$ cat src/hdl/baro_pkg.sv
// Shared types, constants and helper functions of the barometer compensation block.
`timescale 1ns / 1ps
`default_nettype none
package baro_pkg;

    localparam int DIV_STAGES = 32;
    localparam int MIDQ_DEPTH = 4;
    localparam int MIDQ_AW    = 2;
    localparam int CFG_IDX_W  = 3;

    localparam logic [CFG_IDX_W-1:0] CFG_AC1_AC2 = 3'd0;
    localparam logic [CFG_IDX_W-1:0] CFG_AC3_AC4 = 3'd1;
    localparam logic [CFG_IDX_W-1:0] CFG_AC5_AC6 = 3'd2;
    localparam logic [CFG_IDX_W-1:0] CFG_B1_B2   = 3'd3;
    localparam logic [CFG_IDX_W-1:0] CFG_MC_MD   = 3'd4;
    localparam logic [CFG_IDX_W-1:0] CFG_OSS     = 3'd5;

    localparam logic [31:0] B6_OFFSET  = 32'd4000;
    localparam logic [31:0] P_COEF_A   = 32'd3038;
    localparam logic [31:0] P_COEF_B   = 32'hFFFF_E343;
    localparam logic [31:0] P_COEF_C   = 32'd3791;
    localparam logic [31:0] B7_SCALE   = 32'd50000;
    localparam logic [31:0] B4_BIAS    = 32'd32768;
    localparam logic [31:0] SIGN_BIT   = 32'h8000_0000;
    localparam logic [17:0] P_MAX      = 18'h3FFFF;

    typedef struct packed {
        logic [15:0] ac1;
        logic [15:0] ac2;
        logic [15:0] ac3;
        logic [15:0] ac4;
        logic [15:0] ac5;
        logic [15:0] ac6;
        logic [15:0] b1;
        logic [15:0] b2;
        logic [15:0] mc;
        logic [15:0] md;
        logic [1:0]  oss;
    } coef_t;

    typedef struct packed {
        logic [31:0] b5;
        logic [18:0] up;
        logic        err;
    } mid_item_t;

    function automatic logic [31:0] sx16(input logic [15:0] v);
        return {{16{v[15]}}, v};
    endfunction

    function automatic logic [31:0] asr(input logic [31:0] v, input logic [4:0] n);
        return 32'($signed(v) >>> n);
    endfunction

endpackage
`default_nettype wire

$ cat src/hdl/baro_queue.sv
// Four-entry queue that decouples the temperature front end from the pressure back end.
`timescale 1ns / 1ps
`default_nettype none
module baro_queue (
    input  wire logic                  clk,
    input  wire logic                  rst_n,
    input  wire logic                  wr_en,
    input  wire baro_pkg::mid_item_t   wr_item,
    output logic                       full,
    input  wire logic                  rd_en,
    output baro_pkg::mid_item_t        rd_item,
    output logic                       empty
);
    import baro_pkg::*;

    mid_item_t          mem_reg [MIDQ_DEPTH];
    logic [MIDQ_AW-1:0] wr_ptr_reg;
    logic [MIDQ_AW-1:0] rd_ptr_reg;
    logic [MIDQ_AW:0]   count_reg;
    logic [MIDQ_AW:0]   count_next;

    assign full    = (count_reg == (MIDQ_AW+1)'(MIDQ_DEPTH));
    assign empty   = (count_reg == '0);
    assign rd_item = mem_reg[rd_ptr_reg];

    always_comb
    begin
        count_next = count_reg;
        if (wr_en && !rd_en)
        begin
            count_next = count_reg + 1'b1;
        end
        else if (rd_en && !wr_en)
        begin
            count_next = count_reg - 1'b1;
        end
    end

    always_ff @(posedge clk or negedge rst_n)
    begin
        if (!rst_n)
        begin
            wr_ptr_reg <= '0;
            rd_ptr_reg <= '0;
            count_reg  <= '0;
        end
        else
        begin
            if (wr_en)
            begin
                wr_ptr_reg <= wr_ptr_reg + 1'b1;
            end
            if (rd_en)
            begin
                rd_ptr_reg <= rd_ptr_reg + 1'b1;
            end
            count_reg <= count_next;
        end
    end

    always_ff @(posedge clk)
    begin
        if (wr_en)
        begin
            mem_reg[wr_ptr_reg] <= wr_item;
        end
    end

endmodule
`default_nettype wire

$ cat config.mk
export PLATFORM = sky130hd
export DESIGN_NAME = baro_queue
export DESIGN_NICKNAME = d
export VERILOG_FILES = /design/src/hdl/baro_pkg.sv /design/src/hdl/baro_queue.sv
export SDC_FILE = /design/constraint.sdc
export NUM_CORES = 1
export LEC_CHECK = 0
export ABC_AREA = 0
export BUFFER_PORTS_ARGS = -buffer_cell sky130_fd_sc_hd__buf_4
export CORE_ASPECT_RATIO = 0.7
export CORE_MARGIN = 8
export CORE_UTILIZATION = 35
export DETAILED_ROUTE_END_ITERATION = 7
export GPL_TIMING_DRIVEN = 0
export PLACE_DENSITY_LB_ADDON = 0.05
export SYNTH_ARGS = -nofsm -noshare
export SYNTH_HDL_FRONTEND = slang
export SYNTH_SLANG_ARGS = --single-unit
$ cat constraint.sdc
create_clock -name clk -period 4.4 [get_ports clk]
set_input_delay 0.22 -clock clk [delete_from_list [all_inputs] [get_ports clk]]
set_output_delay 0.22 -clock clk [all_outputs]
set_load 0.05 [all_outputs]
== Yosys cells after proc, flatten, opt, wreduce, memory -nomap -nowiden ==
Memory sizes are Yosys's and may differ from the RTL's.
Cells that the tools add are included.
Storage, ports and cells
  input bits: 56
  output and inout port bits: 54
  register bits after elaboration: 7
  memories kept: 1
  word-level logic and storage cells: 19
  bits in writable memories: 208
Memories
  mem_reg: depth 4, width 52, rd ports 1, clocked after Yosys merged registers in 0, write ports 1, line baro_queue.sv:16  | mid_item_t mem_reg [MIDQ_DEPTH];
Cells by class
  eq/ne operators: 1
  muxes and demuxes: 4
  reduce and logical (&&, ||, !) cells: 6
  $add $sub $neg: 4
Operator list (number)
  2-to-1 mux 3 bit: 2
  adder 2 x 1 -> 2 bit, second input constant: 2
  adder 3 x 1 -> 3 bit, second input constant: 1
  == test 3 bit, second input constant: 1
  logical NOT 3 bit: 1
  subtractor 3 x 1 -> 3 bit, second input constant: 1
  logical AND 1 bit: 2
  logical NOT 1 bit: 2
  2-to-1 mux 1 bit: 2
  nonzero test 2 bit: 1

== Depth between registers and ports, before layout ==
  depth after elaboration: 4
  gate-level depth with buffers: 7
  gate-level depth less buffers: 7

== Worst setup path after synthesis ==
OpenSTA, ideal clock, no wires.
  path type: reg2reg
  start point: register wr_ptr_reg[0]
  end point: memory mem_reg[2][0] (netlist name), enable pin
  required time: 3.985 ns
  setup time: 0.415 ns
  period minus slack after synthesis: 2.267 ns
  cell stages (with the launch flop): 4
  buffers on the path: 0
  arrival time: 1.852 ns
  slack: 2.133 ns
  cells stage by stage: dfrtp_1 inv_1 ha_1 and2_1
RTL lines
  start: declaration: line baro_queue.sv:17  | logic [MIDQ_AW-1:0] wr_ptr_reg;
  start signal: assignment: line baro_queue.sv:51  | wr_ptr_reg <= wr_ptr_reg + 1'b1;
  end: declaration: line baro_queue.sv:16
Straight into the memory's write port.

==> flow_summary.json <==
{
  "status": "complete, no violations",
  "antenna_left": 0,
  "dr.pass1.iters": 6,
  "synth.net_count": 368,
  "vias_per_cell": 4.58,
  "synth.most_common_cell": "edfxtp_1",
  "met2_usage_pct": 19.6,
  "grt_pass1_wl_um": 24200,
  "drtIter0Drc": 128,
  "total_power_w": 0.00772,
  "final_nets": 556,
  "hold_viol_final": 0,
  "routedWlPerCell_um": 19.5,
  "hold_path.class": "input pin to async pin",
  "yosys.area_share.simple_pct": 0.613,
  "yosys-mux-area-fraction_pct": 15.0,
  "cpPeakStageDelay_ps": 540,
  "skew_ps": 8.82,
  "netlist_instances": 306,
  "hold_slack_ps": 66.9,
  "crit_family": "buffers and inverters",
  "rsz0062_at_grt": "no",
  "yosysUniqueCellTypes": 19,
  "yosysTopAreaCellShare_pct": 78.4,
  "synth_fa_ha_area_share_pct": 1.04,
  "grt_use_met3_pct": 3.47,
  "track_usage_pct": 11.4,
  "largest_reg_flops": 208,
  "slew_violations": 0,
  "antenna_found_initial": 0,
  "drc": 0,
  "initial_core_util_pct": 35.4,
  "worst-setup-path-type": "flop to output pin",
  "pwr-share-comb_pct": 40.8,
  "ys_top_cells_by_area": "edfxtp_1, mux4_2, dfrtp_1",
  "crit_path_cell_trace": "buf_6 > buf_12 > mux4_2 > buf_4",
  "design.core.area_mm2": 0.0225,
  "cp_num_buf_inv": 3,
  "worstSetupStartpointType": "flop",
  "setup_violations": 0,
  "ys_ff_latch": 215,
  "fin_cells": 822,
  "max-cap-violations": 0,
  "yosys_most_used_dff": "edfxtp_1",
  "cts_setup_buffers": 0,
  "grt_pass1_vias": 4147,
  "ys_seq_area_share_pct": 80.6,
  "setup_tns_ps": 0,
  "antenna_cells": 0,
  "synth_edf_count": 208,
  "postSynth.asyncResetShare_pct": 3.26,
  "avgSynthCellArea_um2": 26.0,
  "switchingPower_w": 0.00284,
  "p_int_w": 0.00488,
  "die_x_um": 196,
  "cts-root-buf": "clkbuf_16",
  "synth_compound_area_share_pct": 0.0628,
  "cp_slowest_cell": "mux4_2",
  "postLayoutCoreUtil_pct": 46.4,
  "yosys.area.top_type": "edfxtp_1",
  "wirelength_um": 16000,
  "ys_warn_count": 0,
  "io_buffer_count": 109,
  "p_leak_nw": 3.63,
  "vdd_drop_max_mv": 0.530,
  "gr-max-usage-layer": "met2",
  "cts_sinks": 215,
  "io_pins": 110,
  "cts_buffer_depth": 3,
  "hpwl_um": 9300,
  "via_count": 3761,
  "fmax_mhz": 454,
  "gr-usage-met1_pct": 13.8,
  "die_y_um": 142,
  "worstPathArrival_ps": 1980,
  "place_congestion": 0.621,
  "rrSetupSlack_ps": 2610,
  "dp_cells": 727,
  "period_needed_ps": 2200,
  "max_slew.worst_pin.slew_ps": 882,
  "synth_area_mm2": 0.00796,
  "cts_tree": "yes",
  "overflow": 0,
  "dieArea_mm2": 0.0279,
  "clk_latency_ps": 490,
  "end_kind": "output pin",
  "cts_inserted_buffers": 22,
  "period_share_pct": 50.1,
  "grt_max_degree": 53,
  "worst_ep_required_time_ps": 4180,
  "htreeDepth": 1,
  "synth-xor-area-share_pct": 0.660,
  "cts_resized": 0,
  "synth_common_cells": "edfxtp_1, mux4_2, dfrtp_1",
  "rows": 46,
  "seqPwrFrac_pct": 36.0,
  "syn_to_final_growth_pct": 31.0,
  "clkPwrFrac_pct": 23.2,
  "critPathMaxFanout": 10,
  "synth_top_family_by_area": "multiplexers",
  "fill_cells": 1937,
  "p_sw_share_pct": 36.8,
  "slew_headroom_pct": 41.2,
  "drive_gt1_share_pct": 39.8,
  "path_clk_slew_ps": 60,
  "power.density_mw_per_mm2": 740
}
## placed cells by master, fill, tap and decap left out, types with 2 or more instances in the layout
cell type / Yosys / final
and2_4: 0 / 4
buf_12: 5 / 5
buf_2: 6 / 6
buf_4: 0 / 109
clkbuf_1: 0 / 10
clkbuf_16: 0 / 23
clkbuf_8: 0 / 3
clkinv_2: 0 / 2
dfrtp_1: 7 / 7
dlygate4sd3_1: 0 / 55
edfxtp_1: 208 / 208
ha_1: 5 / 5
inv_1: 4 / 4
mux4_1: 4 / 4
mux4_2: 48 / 48
nand2_1: 2 / 2
xnor2_1: 2 / 2
xor2_1: 4 / 4
## path summary, 6_finish.rpt
kind                               start             to  cells past startpoint
setup / recovery           rd_ptr_reg[0]     rd_item[6]                      4
hold / removal                     rst_n   count_reg[0]                      2
setup reg to reg           wr_ptr_reg[1]  mem_reg[1][4]                      3
hold reg to reg             count_reg[2]   count_reg[2]                      1
max in group asynchronous          rst_n   count_reg[1]                      2
min in group clk                   rd_en  rd_ptr_reg[0]                      3
## metrics by stage
step	setup slack, ps	cell area [um2]
final	2200	10400
after global routing	2070	10400
after detailed placement	2580	9180
after global placement	956	9170
after floorplan	2130	7960
after CTS	2120	10400
## per-layer routing
layer / vias to the layer above / wire (um) / share of wire (%)
met5: - / 0 / 0
met2: 86 / 7860 / 49
met1: 1976 / 6910 / 43
li1: 1677 / - / -
met3: 22 / 910 / 5.7
met4: 0 / 318 / 2.0
## power by group through the flow
stage               sequential (W)  clock, W  combinational, W
finish                     0.00278   0.00179           0.00315
global route               0.00281   0.00193           0.00333
CTS                        0.00278   0.00186           0.00324
detailed placement         0.00283         0           0.00319
global placement           0.00284         0           0.00318
floorplan                  0.00280         0           0.00228
## kinds of logic (layout without fill, tap and decap cells)
logic type | Yosys count | count (layout)
DFF | 215 | 215
adders and majority gates | 6 | 6
buffers and inverters | 16 | 220
AOI/OAI and AO/OA | 1 | 1
xor gates and xnor gates | 6 | 6
muxes | 53 | 53
and+or+nand+nor | 9 | 9
## worst register-to-register path, delay by kind of cell (launching register included)
| kind | cells | cell delay (ps) |
|---|---|---|
| fa+ha+maj | 1 | 150 |
| buf+inv | 1 | 110 |
| flops | 1 | 400 |
| simple gates | 1 | 730 |
## cell type report
cell class                      instances  area, um2  area share (%)
Timing Repair Buffer                  164       1370            13.1
Clock buffer                           36        654            6.27
Multi-Input combinational cell         75       1400            13.4
Clock inverter                          4       43.8           0.420
Inverter                                4       15.0           0.144
Buffer                                 12        141            1.36
Tap cell                              312        390            3.74
Sequential cell                       215       6420            61.6
## timing repair
item	CTS	global route
hold buffers	55	0
hold endpoints to repair	219	0
setup endpoints to repair	0	0
Note: power is estimated with default switching activity, not from simulation.
